## src/sv/mbps_pkg.sv

```systemverilog
`timescale 1ns / 1ps
`default_nettype none
// ----------------------------------------------------------------------------
// Masked byte pattern scanner package
// Shared constants, register codes and the structs passed to the window cells.
// ----------------------------------------------------------------------------
package mbps_pkg;

  localparam int MAX_PATTERN_BYTES = 8;
  localparam int PADDR_W           = 5;
  localparam int PDATA_W           = 64;
  localparam int ADDR_W            = 32;

  typedef enum logic [1:0] {
    REG_BASE_ADDRESS   = 2'd0,
    REG_PATTERN_VALUE  = 2'd1,
    REG_NIBBLE_CARE    = 2'd2,
    REG_PATTERN_LENGTH = 2'd3
  } reg_idx_t;

  // Per-cell compare setup derived from the pattern registers.
  typedef struct packed {
    logic       active;
    logic [7:0] want;
    logic [7:0] mask;
  } cell_cfg_t;

  // Window control shared by every cell.
  typedef struct packed {
    logic shift;
    logic clear;
  } cell_ctl_t;

endpackage
`default_nettype wire

```

## src/sv/mbps_stream_if.sv

```systemverilog
`timescale 1ns / 1ps
`default_nettype none
// ----------------------------------------------------------------------------
// Scanner stream interfaces
// Valid/ready channels for scanned bytes and for scan results.
// ----------------------------------------------------------------------------
interface mbps_in_if;
  logic       valid;
  logic       ready;
  logic [7:0] data_byte;
  logic       last_byte;

  modport source (output valid, output data_byte, output last_byte, input ready);
  modport sink   (input valid, input data_byte, input last_byte, output ready);
endinterface

interface mbps_out_if;
  logic        valid;
  logic        ready;
  logic        hit;
  logic        first_hit;
  logic [31:0] hit_address;
  logic        region_end;
  logic        none_found;

  modport source (output valid, output hit, output first_hit, output hit_address,
                  output region_end, output none_found, input ready);
  modport sink   (input valid, input hit, input first_hit, input hit_address,
                  input region_end, input none_found, output ready);
endinterface
`default_nettype wire

```

## src/sv/mbps_cell.sv

```systemverilog
`timescale 1ns / 1ps
`default_nettype none
// ----------------------------------------------------------------------------
// Scanner window cell
// Holds one byte of the sliding window and compares its incoming byte.
// ----------------------------------------------------------------------------
module mbps_cell (
  input  wire                  clk,
  input  wire                  rst,
  input  mbps_pkg::cell_ctl_t  ctl,
  input  mbps_pkg::cell_cfg_t  cfg,
  input  wire  [7:0]           byte_in,
  output logic [7:0]           byte_out,
  output logic                 match
);

  logic [7:0] window_byte;

  // The compare sees the byte this cell will hold after the shift.
  assign match    = !cfg.active || (((byte_in ^ cfg.want) & cfg.mask) == 8'h00);
  assign byte_out = window_byte;

  always_ff @(posedge clk) begin
    if (rst) begin
      window_byte <= 8'h00;
    end else if (ctl.shift) begin
      window_byte <= ctl.clear ? 8'h00 : byte_in;
    end
  end

endmodule
`default_nettype wire

```

## src/sv/mbps_regs.sv

```systemverilog
`timescale 1ns / 1ps
`default_nettype none
// ----------------------------------------------------------------------------
// Scanner configuration registers
// APB register file and the per-cell pattern byte and nibble mask selection.
// ----------------------------------------------------------------------------
module mbps_regs #(
  parameter int MAX_PATTERN_BYTES = mbps_pkg::MAX_PATTERN_BYTES,
  parameter int LW                = $clog2(MAX_PATTERN_BYTES + 1)
) (
  input  wire                              clk,
  input  wire                              rst,
  input  wire                              psel,
  input  wire                              penable,
  input  wire                              pwrite,
  input  wire  [mbps_pkg::PADDR_W-1:0]     paddr,
  input  wire  [mbps_pkg::PDATA_W-1:0]     pwdata,
  output logic [mbps_pkg::PDATA_W-1:0]     prdata,
  output logic                             pready,
  output logic [mbps_pkg::ADDR_W-1:0]      base_address,
  output logic [LW-1:0]                    eff_length,
  output mbps_pkg::cell_cfg_t              cell_cfg [MAX_PATTERN_BYTES]
);

  logic [63:0] pattern_value;
  logic [15:0] nibble_care;
  logic [3:0]  pattern_length;
  mbps_pkg::reg_idx_t reg_idx;

  assign pready  = 1'b1;
  assign reg_idx = mbps_pkg::reg_idx_t'(paddr[mbps_pkg::PADDR_W-1:3]);

  always_ff @(posedge clk) begin
    if (rst) begin
      base_address   <= '0;
      pattern_value  <= '0;
      nibble_care    <= '0;
      pattern_length <= 4'd1;
    end else if (psel && penable && pwrite) begin
      unique case (reg_idx)
        mbps_pkg::REG_BASE_ADDRESS:   base_address   <= pwdata[31:0];
        mbps_pkg::REG_PATTERN_VALUE:  pattern_value  <= pwdata;
        mbps_pkg::REG_NIBBLE_CARE:    nibble_care    <= pwdata[15:0];
        mbps_pkg::REG_PATTERN_LENGTH: pattern_length <= pwdata[3:0];
        default: ;
      endcase
    end
  end

  always_comb begin
    unique case (reg_idx)
      mbps_pkg::REG_BASE_ADDRESS:   prdata = {32'h0, base_address};
      mbps_pkg::REG_PATTERN_VALUE:  prdata = pattern_value;
      mbps_pkg::REG_NIBBLE_CARE:    prdata = {48'h0, nibble_care};
      mbps_pkg::REG_PATTERN_LENGTH: prdata = {60'h0, pattern_length};
      default:                      prdata = '0;
    endcase
  end

  // A length of zero acts as one; anything above the window depth is clamped.
  always_comb begin
    if (pattern_length == 4'd0) begin
      eff_length = LW'(1);
    end else if (pattern_length > 4'(MAX_PATTERN_BYTES)) begin
      eff_length = LW'(MAX_PATTERN_BYTES);
    end else begin
      eff_length = LW'(pattern_length);
    end
  end

  // Cell i holds the byte i positions back, which lines up with pattern
  // byte eff_length-1-i.
  for (genvar i = 0; i < MAX_PATTERN_BYTES; i++) begin : g_cfg
    logic [2:0] k;
    assign k                = 3'(int'(eff_length) - i - 1);
    assign cell_cfg[i].active = (LW'(i) < eff_length);
    assign cell_cfg[i].want   = pattern_value[{k, 3'b000} +: 8];
    assign cell_cfg[i].mask   = {{4{nibble_care[{k, 1'b1}]}}, {4{nibble_care[{k, 1'b0}]}}};
  end

endmodule
`default_nettype wire

```

## src/sv/masked_byte_pattern_scanner.sv

```systemverilog
`timescale 1ns / 1ps
`default_nettype none
// ----------------------------------------------------------------------------
// Masked byte pattern scanner
// Streams region bytes through a row of window cells and reports wildcard
// pattern matches with their start address.
// ----------------------------------------------------------------------------
// The scanner takes one region byte per clock while scan_out.ready is high and
// returns one result item per byte, so a full-rate stream passes with no gaps;
// each result appears in the cycle after its byte is taken, held in an output
// register that lets the next byte in during the same cycle the result is
// taken. The rate is set by the row of window cells, which shift and compare
// in step. Program base_address, pattern_value, nibble_care and pattern_length
// over the APB port while no byte is in flight. A hit is reported for every
// window of eff_length bytes in the current region that matches on all cared
// nibbles; hit_address is base_address plus the offset of the window's first
// byte. A byte with last_byte set closes the region: its result carries
// region_end and, if the region had no hit, none_found, and the window and
// position count are cleared for the next region.
// ----------------------------------------------------------------------------
module masked_byte_pattern_scanner #(
  parameter int MAX_PATTERN_BYTES = mbps_pkg::MAX_PATTERN_BYTES
) (
  input  wire                           clk,
  input  wire                           rst,
  input  wire                           psel,
  input  wire                           penable,
  input  wire                           pwrite,
  input  wire  [mbps_pkg::PADDR_W-1:0]  paddr,
  input  wire  [mbps_pkg::PDATA_W-1:0]  pwdata,
  output logic [mbps_pkg::PDATA_W-1:0]  prdata,
  output logic                          pready,
  mbps_in_if.sink                       scan_in,
  mbps_out_if.source                    scan_out
);

  localparam int LW = $clog2(MAX_PATTERN_BYTES + 1);
  localparam logic [31:0] SEEN_MAX = '1;

  logic [mbps_pkg::ADDR_W-1:0] base_address;
  logic [LW-1:0]               eff_length;
  mbps_pkg::cell_cfg_t         cell_cfg [MAX_PATTERN_BYTES];
  mbps_pkg::cell_ctl_t         cell_ctl;

  logic [7:0]                  cell_in  [MAX_PATTERN_BYTES];
  logic [7:0]                  cell_out [MAX_PATTERN_BYTES];
  logic [MAX_PATTERN_BYTES-1:0] cell_match;

  logic        accept;
  logic [31:0] bytes_seen;
  logic [31:0] bytes_seen_next;
  logic        hit_seen;
  logic        hit_now;

  mbps_regs #(
    .MAX_PATTERN_BYTES (MAX_PATTERN_BYTES),
    .LW                (LW)
  ) u_regs (
    .clk          (clk),
    .rst          (rst),
    .psel         (psel),
    .penable      (penable),
    .pwrite       (pwrite),
    .paddr        (paddr),
    .pwdata       (pwdata),
    .prdata       (prdata),
    .pready       (pready),
    .base_address (base_address),
    .eff_length   (eff_length),
    .cell_cfg     (cell_cfg)
  );

  // A new byte enters whenever the output register is empty or being emptied.
  assign scan_in.ready = !scan_out.valid || scan_out.ready;
  assign accept        = scan_in.valid && scan_in.ready;

  assign cell_ctl.shift = accept;
  assign cell_ctl.clear = scan_in.last_byte;

  // Bytes move from cell to cell each accepted item; cell 0 takes the new byte.
  for (genvar i = 0; i < MAX_PATTERN_BYTES; i++) begin : g_cell
    if (i == 0) begin : g_head
      assign cell_in[i] = scan_in.data_byte;
    end else begin : g_link
      assign cell_in[i] = cell_out[i-1];
    end

    mbps_cell u_cell (
      .clk      (clk),
      .rst      (rst),
      .ctl      (cell_ctl),
      .cfg      (cell_cfg[i]),
      .byte_in  (cell_in[i]),
      .byte_out (cell_out[i]),
      .match    (cell_match[i])
    );
  end

  // The position count saturates at its top value.
  assign bytes_seen_next = (bytes_seen == SEEN_MAX) ? bytes_seen : bytes_seen + 32'd1;

  // Only windows lying entirely inside the current region may hit.
  assign hit_now = (bytes_seen_next >= 32'(eff_length)) && (&cell_match);

  always_ff @(posedge clk) begin
    if (rst) begin
      bytes_seen     <= '0;
      hit_seen       <= 1'b0;
      scan_out.valid <= 1'b0;
    end else begin
      if (accept) begin
        bytes_seen     <= scan_in.last_byte ? 32'd0 : bytes_seen_next;
        hit_seen       <= scan_in.last_byte ? 1'b0 : (hit_seen || hit_now);
        scan_out.valid <= 1'b1;
      end else if (scan_out.ready) begin
        scan_out.valid <= 1'b0;
      end
    end
  end

  // Result payload, loaded with each accepted byte.
  always_ff @(posedge clk) begin
    if (accept) begin
      scan_out.hit         <= hit_now;
      scan_out.first_hit   <= hit_now && !hit_seen;
      scan_out.hit_address <= hit_now ?
                              (base_address + bytes_seen_next - 32'(eff_length)) : 32'd0;
      scan_out.region_end  <= scan_in.last_byte;
      scan_out.none_found  <= scan_in.last_byte && !hit_seen && !hit_now;
    end
  end

endmodule
`default_nettype wire

```

## src/flat_wrapper.sv

```systemverilog
// flat-port wrapper written by rule: the top's interface ports become plain ports
module masked_byte_pattern_scanner_flat 
#(
  parameter int MAX_PATTERN_BYTES = mbps_pkg::MAX_PATTERN_BYTES
)
  (clk, rst, psel, penable, pwrite, paddr, pwdata, prdata, pready, scan_in_valid, scan_in_data_byte, scan_in_last_byte, scan_in_ready, scan_out_valid, scan_out_hit, scan_out_first_hit, scan_out_hit_address, scan_out_region_end, scan_out_none_found, scan_out_ready);
  mbps_in_if scan_in_i ();
  mbps_out_if scan_out_i ();
  input  wire clk;
  input  wire rst;
  input  wire psel;
  input  wire penable;
  input  wire pwrite;
  input  wire  [mbps_pkg::PADDR_W-1:0] paddr;
  input  wire  [mbps_pkg::PDATA_W-1:0] pwdata;
  output logic [mbps_pkg::PDATA_W-1:0] prdata;
  output logic pready;
  input wire logic [$bits(scan_in_i.valid)-1:0] scan_in_valid;
  input wire logic [$bits(scan_in_i.data_byte)-1:0] scan_in_data_byte;
  input wire logic [$bits(scan_in_i.last_byte)-1:0] scan_in_last_byte;
  output wire logic [$bits(scan_in_i.ready)-1:0] scan_in_ready;
  output wire logic [$bits(scan_out_i.valid)-1:0] scan_out_valid;
  output wire logic [$bits(scan_out_i.hit)-1:0] scan_out_hit;
  output wire logic [$bits(scan_out_i.first_hit)-1:0] scan_out_first_hit;
  output wire logic [$bits(scan_out_i.hit_address)-1:0] scan_out_hit_address;
  output wire logic [$bits(scan_out_i.region_end)-1:0] scan_out_region_end;
  output wire logic [$bits(scan_out_i.none_found)-1:0] scan_out_none_found;
  input wire logic [$bits(scan_out_i.ready)-1:0] scan_out_ready;
  assign scan_in_i.valid = scan_in_valid;
  assign scan_in_i.data_byte = scan_in_data_byte;
  assign scan_in_i.last_byte = scan_in_last_byte;
  assign scan_in_ready = scan_in_i.ready;
  assign scan_out_valid = scan_out_i.valid;
  assign scan_out_hit = scan_out_i.hit;
  assign scan_out_first_hit = scan_out_i.first_hit;
  assign scan_out_hit_address = scan_out_i.hit_address;
  assign scan_out_region_end = scan_out_i.region_end;
  assign scan_out_none_found = scan_out_i.none_found;
  assign scan_out_i.ready = scan_out_ready;
  masked_byte_pattern_scanner #(.MAX_PATTERN_BYTES(MAX_PATTERN_BYTES)) u_core (.clk(clk), .rst(rst), .psel(psel), .penable(penable), .pwrite(pwrite), .paddr(paddr), .pwdata(pwdata), .prdata(prdata), .pready(pready), .scan_in(scan_in_i), .scan_out(scan_out_i));
endmodule
```

## config.mk

```make
export PLATFORM = sky130hd
export DESIGN_NAME = masked_byte_pattern_scanner_flat
export DESIGN_NICKNAME = d
export VERILOG_FILES = /design/src/sv/mbps_pkg.sv /design/src/sv/mbps_stream_if.sv /design/src/sv/mbps_cell.sv /design/src/sv/mbps_regs.sv /design/src/sv/masked_byte_pattern_scanner.sv /design/src/flat_wrapper.sv
export SDC_FILE = /design/constraint.sdc
export NUM_CORES = 1
export LEC_CHECK = 0
export BUFFER_PORTS_ARGS = -buffer_cell sky130_fd_sc_hd__clkbuf_2
export CAP_MARGIN = 25
export CORE_MARGIN = 2
export CORE_UTILIZATION = 55
export DETAILED_ROUTE_END_ITERATION = 16
export GPL_ROUTABILITY_DRIVEN = 0
export PLACE_DENSITY = 0.8
export SLEW_MARGIN = 30
export SYNTH_ARGS = -nofsm -noshare
export SYNTH_HDL_FRONTEND = slang
export SYNTH_SLANG_ARGS = --single-unit
```

## constraint.sdc

```tcl
create_clock -name clk -period 6.1 [get_ports clk]
set_input_delay 0.915 -clock clk [delete_from_list [all_inputs] [get_ports clk]]
set_output_delay 0.915 -clock clk [all_outputs]
set_load 0.05 [all_outputs]
```

==> metrics.txt, run 1 <==
via count 16450; Final Hold Violating Endpoints 0; Seq/Total Area, Yosys 0.304; core area 30600 um2; Synthesized Nets 2268; hold-fix buffers at CTS 0; Syn Area/Cell 8.10 um2; Ports 188; reg-to-reg endpoint u_core.scan_out.hit_address[29]$_SDFFCE_PN0P_; Port Buf Inserts 183; Pins Over Slew Limit 0; ant diodes 0; Required @ worst endpoint 6.40 ns; Rows 64; DR DRC count 0; Inserted Clock Buffers 28; Synth async-reset ratio 0; Yosys top cell area share 0.241; Area Growth Syn to Fin 11.9%; Die Y 180 um; htree depth 1; Detailed Place HPWL 38700 um; CP Capture Type register; largest net degree at the start of global routing 137; pre-CTS setup slack 0.451 ns; Initial Util 0.559; worst setup path category register to register; Initial DRC Count 1909; WL per Instance 20.4 um; slowest stage delay, CP 0.51 ns; maxcap violations 0; DR pass1 iterations 6; fillers 2635; Skew-Pair Late Insertion Delay 0.57 ns; clock root buffer clkbuf_16; Mapped Cells 2113; Worst R2R Setup Slack 0.28 ns; worst-case reg-to-reg path depth 19; Synth Flop Type dfxtp_1; post-synth design cell area 17100 um2; Peak VDD IR 0.195 mV; highest-delay cell along the critical path dfxtp_1; total negative slack 0 ns; Worst Path Arrival 6.12 ns; number of flops mapped to enable cells by yosys 36; Ys Warns 0; status finished clean; Util after Layout 0.626; Die X 180 um; most common cell in the netlist nand2_1; Finished Cell Area 19100 um2; Max Clock Skew 0.0217 ns; Setup crit start u_core.bytes_seen[18]$_SDFFE_PP0P_; f_max 172 MHz; Netlist cell types 79; clock slew at reported path FFs 0.06 ns; fin crit share 0.954; Worst Path Max Fanout 10; vias in the first global route 15310; area post-placement 18200 um2; Longest Clk Path Bufs 3; Final ANT Viol Nets 0; final worst slack 0.281 ns; GRT overflow 0; area leader, netlist dfxtp_1; area of the multi-input gates 10900 um2; RSZ-0062 raised after global routing no; PwrDens 220 nW/um2; Hold Crit Depth 2; Synth Register Bits 242; hold_ws 0.473 ns; antenna violations before repair 1; routed wire length 53600 um; die area 32500 um2; crit path cell chain nand3_1 -> or3_1 -> nor2_1 -> nand3_1 -> nand4_1 -> xnor2_1 -> fa_1 -> ha_1 -> and2_1 -> a31oi_1 -> o221ai_1 -> a41oi_2 -> a2111o_1 -> a21oi_1 -> nor2_1 -> o21ai_0 -> a21oi_1 -> o21ai_0 -> and4b_1; Hold Startpoint u_core.u_regs.base_address[12]$_SDFFE_PP0P_; final setup vio count 0; Leak 8.27 nW; fin nets 2364; CTS Sinks 242; hold endpoint u_core.u_regs.base_address[12]$_SDFFE_PP0P_; Final min period 5.82 ns; routed vias/inst 6.27; share of cells above drive strength 1 0.153; Crit Reg-Reg Startpoint u_core.bytes_seen[18]$_SDFFE_PP0P_; actual slew at the worst max-slew pin 0.953 ns; top cells by area, synth dfxtp_1 24%, mux2i_1 9.8%, a21oi_1 7.1%; TritonCTS clock tree built; Worst Setup Start Kind register; hold crit path type register to register; gr usage total 0.318; first-pass GRT wire length 83200 um; register area 5200 um2; Slew headroom 0.365; top cells by count, synth 315 x nand2_1, 242 x a21oi_1, 206 x dfxtp_1, 179 x nor2_1, 168 x mux2i_1
sequential cells by signal, summed over array words and instances, names as in the netlist:
name	cells
u_core.u_regs.pattern_value	64
u_core.g_cell.u_cell.byte_out	56
u_core.bytes_seen	32
u_core.scan_out.hit_address	32
u_core.u_regs.base_address	32
u_core.u_regs.nibble_care	16
u_core.u_regs.pattern_length	4
u_core.hit_seen	1
u_core.scan_out.first_hit	1
u_core.scan_out.hit	1
u_core.scan_out.none_found	1
u_core.scan_out.region_end	1
u_core.scan_out.valid	1
worst max-delay path by stage:
stage | endpoint | slack [ns] | cells after the start
final | u_core.scan_out.hit_address[29]$_SDFFCE_PN0P_ | 0.28 | 19
after detailed placement | u_core.scan_out.hit_address[29]$_SDFFCE_PN0P_ | 0.45 | 19
after global routing | u_core.scan_out.hit_address[29]$_SDFFCE_PN0P_ | 0.05 | 19
after floorplan | u_core.scan_out.hit_address[31]$_SDFFCE_PN0P_ | 1.36 | 20
after global placement | u_core.scan_out.hit_address[31]$_SDFFCE_PN0P_ | 0.58 | 19
after CTS | u_core.scan_out.hit_address[29]$_SDFFCE_PN0P_ | 0.36 | 19
stage by stage:
stage               power (mW)  cells
finish                    4.21   2625
detailed placement        2.49   2575
floorplan                 2.31   2113
global route              4.35   2625
global placement          2.47   2575
CTS                       4.22   2625
logic make-up (layout without fill, tap and decap cells):
group           Yosys count  count (layout)  synth area share
xor+xnor                121             121            0.0619
simple gates            792             792             0.219
mux                     213             213             0.156
compound gates          414             414             0.144
other cells               1               1          0.000219
buf+inv                 260             376            0.0608
flops                   242             242             0.304
fa+ha+maj                70              70            0.0530
per-layer routing:
metal  vias to the layer above  wire length, um  track usage
met5                         -               13            0
met4                         2             3560        0.178
met3                       236             5110       0.0447
met2                       960            24600        0.520
met1                      7697            20300        0.403
li1                       7555                -            -
layout make-up:
type	instances	area share
multi-input cells	1611	0.570
flip-flops and latches	242	0.272
repair buffers	209	0.0598
clock buffers	39	0.0425
well taps	396	0.0259
inverters	117	0.0229
clock inverters	11	0.00719
critical path: cells and delay by family, from the launching register on:
kind,cells,cell delay [ns]
AND/OR/NAND/NOR,8,2.09
AO/OA/AOI/OAI,8,1.87
adder cells (fa/ha/maj),2,0.86
flip-flops,1,0.51
XOR/XNOR,1,0.22
where the power goes:
part	internal [mW]	switching, mW
Combinational	0.231	0.506
Clock	1.05	0.691
Sequential	1.70	0.0340
Total	2.98	1.23
placed cells by master (no fill, tap or decap), types with 6 or more instances in the layout:
| cell | n |
|---|---|
| o21ai_0 | 38 |
| clkbuf_2 | 182 |
| edfxtp_1 | 36 |
| xor2_1 | 57 |
| a21o_1 | 18 |
| a31oi_1 | 17 |
| or3_1 | 13 |
| nand3_1 | 31 |
| nor2_4 | 11 |
| nand2b_1 | 14 |
| mux2i_1 | 168 |
| inv_1 | 110 |
| nand4_1 | 19 |
| nor2_1 | 179 |
| nor3_1 | 31 |
| nor2b_1 | 21 |
| nor4_1 | 7 |
| a21oi_1 | 242 |
| inv_2 | 7 |
| or2_2 | 7 |
| and3_1 | 72 |
| nand2_1 | 313 |
| ha_1 | 66 |
| clkbuf_16 | 29 |
| a22oi_1 | 13 |
| o221ai_1 | 12 |
| o211ai_1 | 8 |
| clkbuf_8 | 6 |
| buf_4 | 24 |
| dfxtp_1 | 206 |
| mux4_2 | 43 |
| xnor2_1 | 63 |
| and2_1 | 43 |
what timing repair did:
action	in CTS	in global routing
setup buffers	0	0
setup endpoints to repair	0	2
resized for setup	0	2
Note: power is estimated with default switching activity, not from simulation.
==> run 2, diff against run 1 <==
Settings changed: CAP_MARGIN 25 to 20, CORE_UTILIZATION 55 to 54, PLACE_DENSITY 0.8 to 0.81.
Clock period 6.1 ns to 5.3 ns, I/O delays scaled along.
==> run 2 against run 1 <==
Utilization decreased by 1.7 points. Die area is 1.8% higher. Hold slack lost 0.0089 ns. Cell count increased by 0.57%. Design area down 0.24%. Non-clock buffer count increased by 13. Via count grew 0.81%. Routed wire length grew 1.4%. Sequential share of layout area grew 0.071 points. Clock skew is 0.0073 ns lower. Worst setup slack worse by 0.13 ns.
==> metrics.txt, run 2 (same netlist as run 1, synthesis figures left out) <==
wire length on met3 5710 um (+12%); highest-delay cell along the critical path or3_1; clock slew at reported path FFs 0.06 ns (about the same); routed wire length 54300 um (+1.4%); commonest non-fill, non-tap cells in the layout 313 x nand2_1, 241 x a21oi_1, 205 x dfxtp_1; final setup vio count 0 (unchanged); TritonCTS clock tree built; fin nets 2376 (+0.51%); Top Layer Used met4; via count 16583 (+0.81%); CP Capture Type register; DR DRC count 0 (unchanged); commonest non-fill, non-tap cell in the layout nand2_1; first-pass GRT wire length 83500 um (+0.43%); Worst Path Max Fanout 10 (unchanged); DR pass1 iterations 9 (+3); PwrDens 242 nW/um2 (+10%); Pins Over Slew Limit 0 (unchanged); actual slew at the worst max-slew pin 0.972 ns (+0.0183 ns); Worst Path Arrival 5.45 ns (-0.67 ns); WL per Instance 20.6 um (+0.79%); Final min period 5.15 ns (-0.668 ns); Peak VDD IR 0.216 mV (+10%); routed vias/inst 6.28 (+0.24%); htree depth 1 (unchanged); Required @ worst endpoint 5.60 ns (-0.80 ns); most frequent CP cell nor2_1; crit path cell chain nand3_1 -> or3_1 -> nor2_1 -> nand3_1 -> nand4_1 -> xnor2_1 -> fa_1 -> ha_1 -> and2_1 -> a31oi_2 -> o221ai_1 -> a41oi_2 -> a2111o_1 -> a21oi_1 -> nor2_2 -> nor2_1 -> nor2_1 -> nor3_1 -> and4b_1; Initial Util 0.545 (-0.0143); Skew-Pair Late Insertion Delay 0.55 ns (-0.02 ns); Largest delay share family, worst path simple AND/OR/NAND/NOR gates; max FFs per register 64 (unchanged); hold_ws 0.465 ns (-0.00889 ns); Worst Path Buf+Inv 0 (unchanged); Port Buf Inserts 183 (unchanged); Longest Clk Path Bufs 3 (unchanged); Final ANT Viol Nets 0 (unchanged); Final Power 4.62 mW (+9.7%); ant diodes 0 (unchanged); Leak 8.25 nW (-0.19%); gr usage total 0.316 (-0.00119); total negative slack 0 ns (unchanged); Finished Cell Area 19100 um2 (-0.24%); clock root buffer clkbuf_16; f_max 194 MHz (+13%); hold crit path type primary input to register; Area Growth Syn to Fin 11.6%; CTS Sinks 242 (unchanged); largest net degree at the start of global routing 87 (-36%); fillers 2656 (+0.80%); Final Hold Violating Endpoints 0 (unchanged); share of cells above drive strength 1 0.159 (+0.00609); Slew headroom 0.351 (-0.0135); Largest Register u_core.u_regs.pattern_value; Inserted Clock Buffers 27 (-3.6%); area post-placement 18300 um2 (+0.47%); met2 wire length 24100 um (-2.2%); Ports 188 (unchanged); status finished clean; Initial DRC Count 1980 (+3.7%); worst setup path category register to register; Die X 182 um (+0.90%); Die Y 182 um (+0.90%); fin crit share 0.972 (+0.0179); maxcap violations 0 (unchanged); Post-Route M1 WL 20200 um (-0.21%); Util after Layout 0.608 (-0.0174); Worst Setup Start Kind register; Detailed Place HPWL 39100 um (+1.0%); setup bufs post-CTS 0 (unchanged); GRT overflow 0 (unchanged); Rows 65 (+1.6%); die area 33100 um2 (+1.8%); slowest stage delay, CP 0.50 ns (about the same); core area 31400 um2 (+2.6%); vias in the first global route 15516 (+1.3%); Max Clock Skew 0.0144 ns (-0.00732 ns); antenna violations before repair 0 (-1)
## run 2: worst paths after layout
path                                                                   from                                       endpoint  slack [ns]  cells past startpoint
worst max register to register           u_core.bytes_seen[18]$_SDFFE_PP0P_  u_core.scan_out.hit_address[29]$_SDFFCE_PN0P_        0.15                     19
worst min-delay path                                             pwdata[32]   u_core.u_regs.pattern_value[32]$_SDFFE_PP0P_        0.46                      3
worst min register to register  u_core.u_regs.base_address[16]$_SDFFE_PP0P_    u_core.u_regs.base_address[16]$_SDFFE_PP0P_        0.47                      2
worst max-delay path                     u_core.bytes_seen[18]$_SDFFE_PP0P_  u_core.scan_out.hit_address[29]$_SDFFCE_PN0P_        0.15                     19
## run 2: cell type report
type | count | area [um2] | area share
timing repair buffer | 222 | 1220 | 0.0641
multi-input combinational | 1611 | 10900 | 0.571
inverter | 117 | 439 | 0.0230
clock buffer | 35 | 747 | 0.0391
clock inverter | 11 | 68.8 | 0.00360
sequential | 242 | 5210 | 0.273
tap | 402 | 503 | 0.0263
## run 2: worst min-delay path, stage by stage
cell      delay (ns)
clkbuf_2        0.08
nand2_1         0.04
a21oi_1         0.05
## run 2: metrics by stage
step | cells | worst slack, ns
finish | 2640 | 0.149
CTS | 2639 | 0.0247
global placement | 2593 | 0.238
global route | 2640 | -0.0511
detailed placement | 2593 | 0.0562
floorplan | 2113 | 0.562
## run 2: power breakdown
part           total [mW]  internal, mW  switching (mW)
Clock                1.77         0.990           0.780
Sequential           1.99          1.95          0.0376
Combinational       0.859         0.274           0.585
## run 2: metal layers
metal | track usage | up-vias
met5 | 0 | -
met1 | 0.389 | 7697
li1 | - | 7570
met4 | 0.209 | 0
met2 | 0.502 | 1043
met3 | 0.0686 | 273
## run 2: timing repair
| item | 4_1_cts | 5_1_grt |
|---|---|---|
| resized for setup | 0 | 6 |
| setup endpoints to repair | 0 | 5 |
| hold buffers | 0 | 0 |
| endpoints found under the hold margin | 0 | 0 |
